[src/hw/rtl/lgsf_pkg.sv]
// ----------------------------------------------------------------------------
// lgsf_pkg: shared types and constants for the linear gradient span fill
// Sequencer states, configuration register indexes and fixed field widths.
// ----------------------------------------------------------------------------
package lgsf_pkg;

  localparam int unsigned ArgbW    = 32;
  localparam int unsigned ChanW    = 8;
  localparam int unsigned NumChan  = 4;
  localparam int unsigned LenW     = 7;
  localparam int unsigned GradW    = 16;
  localparam int unsigned FracW    = 16;
  localparam int unsigned DvdW     = ChanW + FracW;
  localparam int unsigned StepW    = DvdW + 1;
  localparam int unsigned CfgIdxW  = 2;

  typedef enum logic [2:0] {
    ST_IDLE,
    ST_DIV,
    ST_PIX,
    ST_CHAN,
    ST_OUT
  } lgsf_state_e;

  typedef enum logic [CfgIdxW-1:0] {
    CFG_START_COLOUR = 2'd0,
    CFG_END_COLOUR   = 2'd1,
    CFG_GRAD_WIDTH   = 2'd2
  } cfg_idx_e;

endpackage

[src/hw/rtl/lgsf_span_if.sv]
// ----------------------------------------------------------------------------
// lgsf_span_if: span request channel
// Valid/ready channel carrying the signed start position and pixel count.
// ----------------------------------------------------------------------------
interface lgsf_span_if #(
  parameter int unsigned COORD_BITS = 16
);
  logic                         valid;
  logic                         ready;
  logic signed [COORD_BITS-1:0] span_start;
  logic        [6:0]            span_length;

  modport source (output valid, output span_start, output span_length, input ready);
  modport sink   (input valid, input span_start, input span_length, output ready);
endinterface

[src/hw/rtl/lgsf_pix_if.sv]
// ----------------------------------------------------------------------------
// lgsf_pix_if: pixel result channel
// Valid/ready channel carrying one packed ARGB pixel and its end-of-span flag.
// ----------------------------------------------------------------------------
interface lgsf_pix_if;
  logic        valid;
  logic        ready;
  logic [31:0] pixel_argb;
  logic        last_pixel;

  modport source (output valid, output pixel_argb, output last_pixel, input ready);
  modport sink   (input valid, input pixel_argb, input last_pixel, output ready);
endinterface

[src/hw/rtl/linear_gradient_span_fill.sv]
// ----------------------------------------------------------------------------
// linear_gradient_span_fill: ARGB linear gradient span generator
// Step set-up: after a request transfer, a set-up step and the shared restoring divider
//   form the per-channel signed 9.16 steps, channels 0 to 3 in turn; each pixel then
//   passes ST_PIX and, when it is interpolated, ST_CHAN before it is shown in ST_OUT.
// Pixels: interpolated channels go through one shared multiplier, one channel per cycle;
//   a span holds the block until its last pixel transfers.
// Reset: asynchronous, active low; configuration and sequencer registers read zero,
//   sequencer idle; datapath registers are not reset.
// ----------------------------------------------------------------------------
module linear_gradient_span_fill #(
  parameter int unsigned MAX_SPAN   = 64,
  parameter int unsigned COORD_BITS = 16
) (
  input  logic                         clk_i,
  input  logic                         rst_ni,
  input  logic                         cfg_we_i,
  input  logic [lgsf_pkg::CfgIdxW-1:0] cfg_idx_i,
  input  logic [lgsf_pkg::ArgbW-1:0]   cfg_wdata_i,
  lgsf_span_if.sink                    span_i,
  lgsf_pix_if.source                   pix_o
);
  import lgsf_pkg::*;

  localparam int unsigned XW     = (COORD_BITS + 1 > GradW + 1) ? COORD_BITS + 1 : GradW + 1;
  localparam int unsigned ProdW  = GradW + 1 + StepW;
  localparam int unsigned LastBit = DvdW - 1;

  lgsf_state_e state_q, state_d;

  logic [ArgbW-1:0] c0_q, c1_q;
  logic [GradW-1:0] gw_q;
  logic [GradW-1:0] g;

  logic [1:0]            ch_q;
  logic [4:0]            bit_q;
  logic                  prime_q;
  logic [LenW-1:0]       rem_cnt_q;
  logic signed [XW-1:0]  x_q;

  logic [DvdW-1:0]       dvd_q;
  logic [GradW-1:0]      prem_q;
  logic                  neg_q;
  logic signed [StepW-1:0] step_q [NumChan];
  logic [ArgbW-1:0]      pix_q;

  logic span_xfer, pix_xfer;
  logic [LenW-1:0] len_sat;
  logic interp;

  // divider datapath
  logic [ChanW-1:0]  a_div, b_div;
  logic signed [ChanW:0] diff;
  logic [ChanW-1:0]  diff_mag;
  logic [GradW:0]    trial;
  logic              qbit;
  logic [DvdW-1:0]   dvd_next;
  logic [GradW-1:0]  prem_next;
  logic [1:0]        ch_nxt;

  // interpolation datapath
  logic [ChanW-1:0]        a_pix;
  logic signed [ProdW-1:0] prod;
  logic signed [ProdW-1:0] acc;
  logic [ChanW-1:0]        chan_val;

  assign g = (gw_q == '0) ? '0 : gw_q - GradW'(1);

  assign span_xfer = span_i.valid && span_i.ready;
  assign pix_xfer  = pix_o.valid && pix_o.ready;
  assign len_sat   = (span_i.span_length > LenW'(MAX_SPAN)) ? LenW'(MAX_SPAN)
                                                            : span_i.span_length;

  assign interp = !x_q[XW-1] && (x_q < $signed({{(XW-GradW){1'b0}}, g}));

  // restoring division of |c1 - c0| << 16 by g, one quotient bit a cycle
  assign ch_nxt    = ch_q + 2'd1;
  assign a_div     = c0_q[{ch_nxt, 3'b000} +: ChanW];
  assign b_div     = c1_q[{ch_nxt, 3'b000} +: ChanW];
  assign diff      = $signed({1'b0, b_div}) - $signed({1'b0, a_div});
  assign diff_mag  = diff[ChanW] ? ChanW'(-diff) : diff[ChanW-1:0];
  assign trial     = {prem_q, dvd_q[DvdW-1]};
  assign qbit      = (trial >= {1'b0, g});
  assign prem_next = qbit ? GradW'(trial - {1'b0, g}) : trial[GradW-1:0];
  assign dvd_next  = {dvd_q[DvdW-2:0], qbit};

  // one channel per cycle through the shared multiplier
  assign a_pix    = c0_q[{ch_q, 3'b000} +: ChanW];
  assign prod     = $signed({1'b0, x_q[GradW-1:0]}) * step_q[ch_q];
  assign acc      = $signed({{(ProdW-ChanW-FracW){1'b0}}, a_pix, {FracW{1'b0}}}) + prod;
  assign chan_val = acc[ProdW-1] ? '0 :
                    (|acc[ProdW-2:FracW+ChanW]) ? {ChanW{1'b1}} : acc[FracW+ChanW-1:FracW];

  // configuration registers
  always_ff @(posedge clk_i or negedge rst_ni) begin
    if (!rst_ni) begin
      c0_q <= '0;
      c1_q <= '0;
      gw_q <= '0;
    end else if (cfg_we_i) begin
      unique case (cfg_idx_e'(cfg_idx_i))
        CFG_START_COLOUR: c0_q <= cfg_wdata_i;
        CFG_END_COLOUR:   c1_q <= cfg_wdata_i;
        CFG_GRAD_WIDTH:   gw_q <= cfg_wdata_i[GradW-1:0];
        default: ;
      endcase
    end
  end

  // next state
  always_comb begin
    state_d = state_q;
    unique case (state_q)
      ST_IDLE: if (span_xfer && (span_i.span_length != '0)) state_d = ST_DIV;
      ST_DIV:  if (!prime_q && (bit_q == 5'(LastBit)) && (ch_q == 2'd3)) state_d = ST_PIX;
      ST_PIX:  state_d = interp ? ST_CHAN : ST_OUT;
      ST_CHAN: if (ch_q == 2'd3) state_d = ST_OUT;
      ST_OUT:  if (pix_o.ready) state_d = (rem_cnt_q == LenW'(1)) ? ST_IDLE : ST_PIX;
      default: state_d = ST_IDLE;
    endcase
  end

  // outputs
  always_comb begin
    span_i.ready     = (state_q == ST_IDLE);
    pix_o.valid      = (state_q == ST_OUT);
    pix_o.pixel_argb = pix_q;
    pix_o.last_pixel = (rem_cnt_q == LenW'(1));
  end

  // sequencer control
  always_ff @(posedge clk_i or negedge rst_ni) begin
    if (!rst_ni) begin
      state_q   <= ST_IDLE;
      ch_q      <= '0;
      bit_q     <= '0;
      prime_q   <= 1'b0;
      rem_cnt_q <= '0;
    end else begin
      state_q <= state_d;
      if (span_xfer) begin
        ch_q      <= 2'd3;
        bit_q     <= 5'(LastBit);
        prime_q   <= 1'b1;
        rem_cnt_q <= len_sat;
      end else if (state_q == ST_DIV) begin
        prime_q <= 1'b0;
        if (bit_q == 5'(LastBit)) begin
          bit_q <= '0;
          ch_q  <= ch_nxt;
        end else begin
          bit_q <= bit_q + 5'd1;
        end
      end else if (state_q == ST_CHAN) begin
        ch_q <= ch_nxt;
      end else if (pix_xfer) begin
        rem_cnt_q <= rem_cnt_q - LenW'(1);
      end
    end
  end

  // datapath: divider, steps, position and pixel assembly
  always_ff @(posedge clk_i) begin
    if (span_xfer) begin
      x_q <= XW'(span_i.span_start);
    end else if (pix_xfer) begin
      x_q <= x_q + XW'(1);
    end
    // the cycle after a request transfer is a dummy last bit that only loads channel 0
    if (span_xfer) begin
      dvd_q  <= '0;
      prem_q <= '0;
    end else if (state_q == ST_DIV) begin
      if (bit_q == 5'(LastBit)) begin
        if (!prime_q) begin
          step_q[ch_q] <= neg_q ? -$signed({1'b0, dvd_next}) : $signed({1'b0, dvd_next});
        end
        dvd_q  <= {diff_mag, {FracW{1'b0}}};
        prem_q <= '0;
        neg_q  <= diff[ChanW];
      end else begin
        dvd_q  <= dvd_next;
        prem_q <= prem_next;
      end
    end
    if (state_q == ST_PIX) begin
      pix_q <= x_q[XW-1] ? c0_q : c1_q;
    end else if (state_q == ST_CHAN) begin
      pix_q[{ch_q, 3'b000} +: ChanW] <= chan_val;
    end
  end

  // ------------------------------------------------------------------------
  // assertions
  // ------------------------------------------------------------------------
  a_no_overlap: assert property (@(posedge clk_i) disable iff (!rst_ni)
    !(span_i.ready && pix_o.valid))
    else $error("request and pixel channels active together");

  a_start_div: assert property (@(posedge clk_i) disable iff (!rst_ni)
    span_xfer && (span_i.span_length != '0) |=> (state_q == ST_DIV) && (ch_q == 2'd3))
    else $error("span did not start step set-up");

  a_rem_live: assert property (@(posedge clk_i) disable iff (!rst_ni)
    pix_o.valid |-> (rem_cnt_q != '0) && (rem_cnt_q <= LenW'(MAX_SPAN)))
    else $error("pixel shown with bad remaining count");

  a_last_idle: assert property (@(posedge clk_i) disable iff (!rst_ni)
    pix_xfer && pix_o.last_pixel |=> span_i.ready)
    else $error("block not idle after last pixel");

  a_bit_range: assert property (@(posedge clk_i) disable iff (!rst_ni)
    (state_q == ST_DIV) |-> (bit_q <= 5'(LastBit)))
    else $error("divider bit counter out of range");

endmodule
[src/flat_wrapper.sv]
// flat-port wrapper written by rule: the top's interface ports become plain ports
module linear_gradient_span_fill_flat import lgsf_pkg::*;
#(
  parameter int unsigned MAX_SPAN   = 64,
  parameter int unsigned COORD_BITS = 16
)
  (clk_i, rst_ni, cfg_we_i, cfg_idx_i, cfg_wdata_i, span_i_valid, span_i_span_start, span_i_span_length, span_i_ready, pix_o_valid, pix_o_pixel_argb, pix_o_last_pixel, pix_o_ready);
  lgsf_span_if #(.COORD_BITS(COORD_BITS)) span_i_i ();
  lgsf_pix_if pix_o_i ();
  input  logic clk_i;
  input  logic rst_ni;
  input  logic cfg_we_i;
  input  logic [lgsf_pkg::CfgIdxW-1:0] cfg_idx_i;
  input  logic [lgsf_pkg::ArgbW-1:0] cfg_wdata_i;
  input wire logic [$bits(span_i_i.valid)-1:0] span_i_valid;
  input wire logic [$bits(span_i_i.span_start)-1:0] span_i_span_start;
  input wire logic [$bits(span_i_i.span_length)-1:0] span_i_span_length;
  output wire logic [$bits(span_i_i.ready)-1:0] span_i_ready;
  output wire logic [$bits(pix_o_i.valid)-1:0] pix_o_valid;
  output wire logic [$bits(pix_o_i.pixel_argb)-1:0] pix_o_pixel_argb;
  output wire logic [$bits(pix_o_i.last_pixel)-1:0] pix_o_last_pixel;
  input wire logic [$bits(pix_o_i.ready)-1:0] pix_o_ready;
  assign span_i_i.valid = span_i_valid;
  assign span_i_i.span_start = span_i_span_start;
  assign span_i_i.span_length = span_i_span_length;
  assign span_i_ready = span_i_i.ready;
  assign pix_o_valid = pix_o_i.valid;
  assign pix_o_pixel_argb = pix_o_i.pixel_argb;
  assign pix_o_last_pixel = pix_o_i.last_pixel;
  assign pix_o_i.ready = pix_o_ready;
  linear_gradient_span_fill #(.MAX_SPAN(MAX_SPAN), .COORD_BITS(COORD_BITS)) u_core (.clk_i(clk_i), .rst_ni(rst_ni), .cfg_we_i(cfg_we_i), .cfg_idx_i(cfg_idx_i), .cfg_wdata_i(cfg_wdata_i), .span_i(span_i_i), .pix_o(pix_o_i));
endmodule
[config.mk]
export PLATFORM = sky130hd
export DESIGN_NAME = linear_gradient_span_fill_flat
export DESIGN_NICKNAME = d
export VERILOG_FILES = /design/src/hw/rtl/lgsf_pkg.sv /design/src/hw/rtl/lgsf_span_if.sv /design/src/hw/rtl/lgsf_pix_if.sv /design/src/hw/rtl/linear_gradient_span_fill.sv /design/src/flat_wrapper.sv
export SDC_FILE = /design/constraint.sdc
export NUM_CORES = 2
export LEC_CHECK = 0
export ABC_AREA = 1
export BUFFER_PORTS_ARGS = -buffer_cell sky130_fd_sc_hd__buf_2
export CAP_MARGIN = 20
export CORE_MARGIN = 2
export CORE_UTILIZATION = 55
export CTS_CLUSTER_SIZE = 25
export DETAILED_ROUTE_END_ITERATION = 10
export PLACE_DENSITY = 0.73
export SLEW_MARGIN = 5
export SYNTH_ARGS = -nofsm -noshare
export SYNTH_HDL_FRONTEND = slang
export SYNTH_SLANG_ARGS = --single-unit
[constraint.sdc]
create_clock -name clk_i -period 7.9 [get_ports clk_i]
set_input_delay 0.79 -clock clk_i [delete_from_list [all_inputs] [get_ports clk_i]]
set_output_delay 0.79 -clock clk_i [all_outputs]
set_load 0.01 [all_outputs]
== Word level (Yosys, flattened, before mapping) ==
Memory sizes are Yosys's and may differ from the RTL's.
Index checks and enable logic that the tools add are counted.
Storage, ports and cells
  memories: 1
  flip-flop bits (word level): 188
  memory bits (writable): 100
  output and inout bits: 35
  bits of input ports: 62
  word-level logic and storage cells: 115
Operators by class
  mux-type cells: 40
  multiply operators: 1
  add/sub/neg operators: 11
  equality and inequality tests: 16
  bitwise logic cells: 1
  $lt $le $gt $ge: 3
  reduce and logical (&&, ||, !) cells: 24
  shifts and indexed selects: 5
Memory list
  u_core.step_q: words 4, width 25, read ports 1, clocked after memory_dff 0, write ports 1, line linear_gradient_span_fill.sv:44  | logic signed [StepW-1:0] step_q [NumChan];
Operators with widths (count)
  2-to-1 mux 32 bit: 3
  variable part select 32 x 6 -> 8 bit: 3
  2-to-1 mux 16 bit: 3
  adder 25 x 42 -> 42 bit: 1
  multiplier 17 x 25 -> 42 bit: 1
  2-to-1 mux 7 bit: 5
  2-to-1 mux 17 bit: 2
  bitwise mux 32 bit: 1
  variable shift 8 x 7 -> 32 bit (first input constant): 1
  variable part select 8 x 7 -> 32 bit: 1
  2-to-1 mux 25 bit: 1
  negator 24 -> 25 bit: 1
  2-to-1 mux 24 bit: 1
  2-to-1 mux 8 bit: 3
  adder 17 x 2 -> 17 bit (second input constant): 1
  greater-or-equal comparator 17 x 16 -> 1 bit: 1
  less-than comparator 17 bit: 1
  OR reduction 17 bit: 1
  logical NOT 16 bit: 1
  subtractor 16 x 1 -> 16 bit (second input constant): 1
  subtractor 16 bit: 1
  2-to-1 mux 3 bit: 5
  2-to-1 mux 5 bit: 3
  case mux 3 bit (5 select lines): 1
  30 further kinds: 58

== Logic depth before layout (Yosys ltp) ==
An unclocked memory read counts as a cell.
  depth in word-level cells: 10
  gate-level depth with buffers: 40
  mapped depth without buffers: 36

== Worst setup path after synthesis ==
Ideal clock, no wire load.
  kind: reg2reg
  from: reg u_core.ch_q[0]
  to: reg u_core.pix_q[24] (netlist: u_core.pix_o.pixel_argb[24]), data pin
  required time: 7.637 ns
  data arrival time: 6.950 ns
  path slack: 0.687 ns
  stages on the path, launching flop included: 33
  setup time: 0.263 ns
  period minus slack after synthesis: 7.213 ns
  path buffers: 3
  cell sequence: dfrtp_1 -> buf_6 -> inv_4 -> clkbuf_1 -> nand2_1 -> nand3_1 -> nand2_1 -> clkbuf_1 -> nor2_1 -> inv_1 -> fa_1 -> fa_1 -> inv_1 -> fa_1 -> inv_1 -> fa_1 -> fa_1 -> fa_1 -> inv_1 -> ha_1 -> nand2_1 -> nor2_2 -> nand2_1 -> nor3_1 -> nand2_1 -> nand3_1 -> nand3_1 -> nor2_1 -> nand3_2 -> nor2_8 -> nand4_2 -> nand4_1 -> o21bai_1
On the way
  cells in the longest elaborated chain, start to end: 10
  elaborated cells between the ends (all ways): 13
  those cells by class: 2 x add/sub; 1 x mul; 3 x shift; 5 x mux; 1 x reduce/logical; 1 x memory
RTL lines
  start, declared: line linear_gradient_span_fill.sv:35  | logic [1:0] ch_q;
  start signal, assigned: line linear_gradient_span_fill.sv:150  | ch_q <= ch_nxt;
  start signal, assigned: line linear_gradient_span_fill.sv:155  | ch_q <= ch_nxt;
  memory (4 x 25 bit)
  multiplier 17 x 25 -> 42 bit: line linear_gradient_span_fill.sv:89  | assign prod = $signed({1'b0, x_q[GradW-1:0]}) * step_q[ch_q];
  adder 25 x 42 -> 42 bit: line linear_gradient_span_fill.sv:90  | assign acc = $signed({{(ProdW-ChanW-FracW){1'b0}}, a_pix, {FracW{1'b0}}}) + prod;
  OR reduction 17 bit: line linear_gradient_span_fill.sv:92  | (|acc[ProdW-2:FracW+ChanW]) ? {ChanW{1'b1}} : acc[FracW+ChanW-1:FracW];
  2-to-1 mux 8 bit: line linear_gradient_span_fill.sv:92
  2-to-1 mux 8 bit: line linear_gradient_span_fill.sv:91  | assign chan_val = acc[ProdW-1] ? '0 :
  variable part select 8 x 7 -> 32 bit: line linear_gradient_span_fill.sv:189  | pix_q[{ch_q, 3'b000} +: ChanW] <= chan_val;
  bitwise mux 32 bit (*): line linear_gradient_span_fill.sv:189
  2-to-1 mux 32 bit (*): line linear_gradient_span_fill.sv:188  | end else if (state_q == ST_CHAN) begin
  2-to-1 mux 32 bit (*): line linear_gradient_span_fill.sv:186  | if (state_q == ST_PIX) begin
  end signal, assigned: line linear_gradient_span_fill.sv:187  | pix_q <= x_q[XW-1] ? c0_q : c1_q;
  end signal, assigned by index: line linear_gradient_span_fill.sv:189
  end, declared: line linear_gradient_span_fill.sv:45  | logic [ArgbW-1:0] pix_q;
Every way passes the cells marked *; elsewhere a longest branch is shown, timed or not. The select of a mux whose other input is x is not followed.
A chain may end at the register's enable or synchronous reset.

== Final worst setup path ==
  from: reg u_core.ch_q[0]
  to: reg u_core.pix_q[15] (netlist: u_core.pix_o.pixel_argb[15]), data pin
Same word-level chain as after synthesis.

==> results.md <==
- Pins Over Slew Limit: 0
- Flops & latches, synth: 288
- # diodes: 0
- Grt ovf: 0
- DR WL/cell: 19.3 µm
- Count of cell types in the netlist: 62
- Post-synthesis sequential area ratio: 0.255
- Final hold violation count: 0
- Number of global-route vias before repair: 25100
- Drt total wl: 87400 µm
- Post-DR vias/cell: 5.54
- Global-route wire length before repair: 139000 µm
- Req. time, crit path: 8.22 ns
- Placer Congestion: 1.00
- Slowest-stage cell, CP: fa_1
- Slew headroom: 0.272
- Syn Inst Count: 3709
- Status: complete, no violations
- Worst skew pair latency: 0.59 ns
- Clk sinks: 288
- Post-Route Utilization: 0.604
- Root Buffer: clkbuf_16
- Setup_tns: 0 ns
- Hpwl dp: 70500 µm
- Top Family by Delay on Critical Path: adder cells
- Number of flops mapped to enable cells by yosys: 150
- Syn nets: 4335
- CTS tree: yes
- CP arrival: 7.83 ns
- Syn avg cell area: 8.21 µm²
- Final Setup Violations: 0
- Chip width: 239 µm
- Effective utilization at floorplan: 0.555
- Drt first pass iters: 5
- Nature of the critical path startpoint: register
- Antenna-violating nets left: 0
- Max cap viols: 0
- Final worst-path cycle share: 0.951
- CP Max Fanout: 44
- CTS clk-pin slew, worst paths: 0.06 ns
- Critical register-to-register path startpoint: u_core.ch_q[0]
- Row cnt: 86
- Core area: 54900 µm²
- Worst Max-Slew Pin Slew: 1.09 ns
- Fin crit period: 7.51 ns
- Residual DRC: 0
- Synth async-reset ratio: 0.340
- Worst setup path class: register to register
- Port bufs: 96
- Crit path from: u_core.ch_q[0]
- Unrepaired setup endpoints after global routing: no
- Dominant synthesized flop cell: edfxtp_1
- CP endpoint kind: register
- Largest net degree at the start of global routing: 65
- Via count: 25100
- Final clock skew: 0.0179 ns
- Global-route usage over all layers: 0.316
- Share of cells above drive strength 1: 0.0842
- Fill cell count: 4864
- Post-Syn Area: 30500 µm²
- Drt initial violations: 2202
- Number of antenna violations at the first check in global routing: 2
- Yosys warnings: 0
- Max Fclk: 133 MHz
- Die Ht: 239 µm
- Max incr delay on CP: 0.59 ns
- Fin nets: 4424
- HP Class: input pin to async pin
- Die area: 57300 µm²
- CTS Buf Count: 31
- Crit path buf inv count: 3
- CTS Buffer Depth: 3
- H-tree Lvls: 1
- Area grow syn2layout: 8.80%
- Post-CTS Hold Fix Bufs: 0
- I/O pin cnt: 97
==> synthesized netlist by cell type (all sizes together) (26+ instances only) <==
cell / instances / share of area
a21oi: 120 / 0.020
dfxtp: 40 / 0.026
inv: 707 / 0.087
nand3: 147 / 0.025
edfxtp: 150 / 0.15
fa: 399 / 0.26
clkbuf: 118 / 0.015
nor2: 375 / 0.048
xor2: 56 / 0.016
ha: 165 / 0.068
o21bai: 26 / 0.0065
o21ai: 189 / 0.031
o22ai: 28 / 0.0058
dfrtp: 98 / 0.081
nand4: 41 / 0.010
nand2: 881 / 0.11
==> worst reg2reg max path: stages (launching register included) <==
cell and delay (ns):
dfrtp_4 0.52, buf_12 0.24, nand2_1 0.11, nand3_1 0.09, nand2_1 0.14, inv_1 0.31, nand2_1 0.15, fa_1 0.57
fa_1 0.46, fa_1 0.53, fa_1 0.52, fa_1 0.52, fa_1 0.59, inv_1 0.06, ha_1 0.36, a21oi_1 0.28
nand2_1 0.15, o21bai_1 0.17, a21oi_1 0.17, nand2_1 0.13, nand2_1 0.09, nand3_1 0.08, nor2_1 0.19, nand3_2 0.15
nor2_8 0.24, nand4_2 0.18, nand4_1 0.15, o21bai_1 0.10
==> layout make-up <==
type / count / area (µm²) / share of cell area
multi-input combinational: 2567 / 19500 / 0.589
sequential: 288 / 7760 / 0.234
inverter: 720 / 2730 / 0.0823
timing repair buffer: 190 / 1240 / 0.0375
tap: 704 / 881 / 0.0266
clock buffer: 36 / 805 / 0.0243
clock inverter: 22 / 190 / 0.00574
==> registers in the layout, summed over array words and instances, names as in the netlist <==
signal,flops
u_core.ch_q,2
u_core.prem_q,16
u_core.state_q,3
u_core.c0_q,32
u_core.dvd_q,24
u_core.gw_q,16
u_core.x_q,17
u_core.neg_q,1
u_core.rem_cnt_q,7
u_core.step_q,100
u_core.pix_o.pixel_argb,32
u_core.bit_q,5
u_core.prime_q,1
u_core.c1_q,32
==> placed cells by master (no fill, tap or decap), types with 20 or more instances in the layout <==
cell type	n
edfxtp_1	150
nand2_1	867
o21ai_0	170
inv_1	699
clkbuf_16	31
ha_1	165
a21oi_1	119
buf_4	89
dfrtp_1	97
nor2_1	356
xor2_1	55
o22ai_1	28
fa_1	397
buf_2	95
o21bai_1	25
nand4_1	31
xnor2_1	20
nand3_1	139
dfxtp_1	40
==> worst paths after layout <==
| kind | end | slack [ns] | cells after the start |
|---|---|---|---|
| max | u_core.pix_o.pixel_argb[15] | 0.39 | 27 |
| min | u_core.c0_q[19] | 0.16 | 1 |
| max reg2reg | u_core.pix_o.pixel_argb[15] | 0.39 | 27 |
| min reg2reg | u_core.prem_q[0] | 0.49 | 2 |
| max in group asynchronous | u_core.ch_q[0] | 6.49 | 2 |
| min in group clk_i | u_core.c0_q[20] | 0.47 | 3 |
==> metal layers <==
metal  GRT usage  vias up  wire, µm
met3      0.0721      234      8130
met5           0        -        16
li1            -    11700         -
met2       0.514     1077     40500
met1       0.407    12100     34400
met4       0.135        2      4280
==> metrics by stage <==
step           instance area (µm²)  setup WS, ns  hold slack, ns  std cells
2_1_floorplan                30500         0.687           0.450       3709
3_3_place_gp                 32000         0.147           0.469       4463
3_5_place_dp                 32000        0.0939           0.481       4463
4_1_cts                      33000        0.0931           0.157       4521
5_1_grt                      33100       0.00773           0.177       4527
6_report                     33100         0.387           0.165       4527
==> kinds of logic after synthesis <==
| logic type | Yosys count | share of synthesized area |
|---|---|---|
| simple gates | 1495 | 0.204 |
| buf+inv | 854 | 0.106 |
| fa+ha+maj | 564 | 0.330 |
| compound gates | 432 | 0.0826 |
| flops | 288 | 0.255 |
| xor+xnor | 76 | 0.0221 |
==> repair_timing <==
item | CTS | global route
setup endpoints to repair | 0 | 32
setup buffers | 0 | 3
resized for setup | 0 | 25
Power is left out: the tool's default activity adds up to more than one toggle a clock period on the data nets, which glitch-free logic cannot reach.
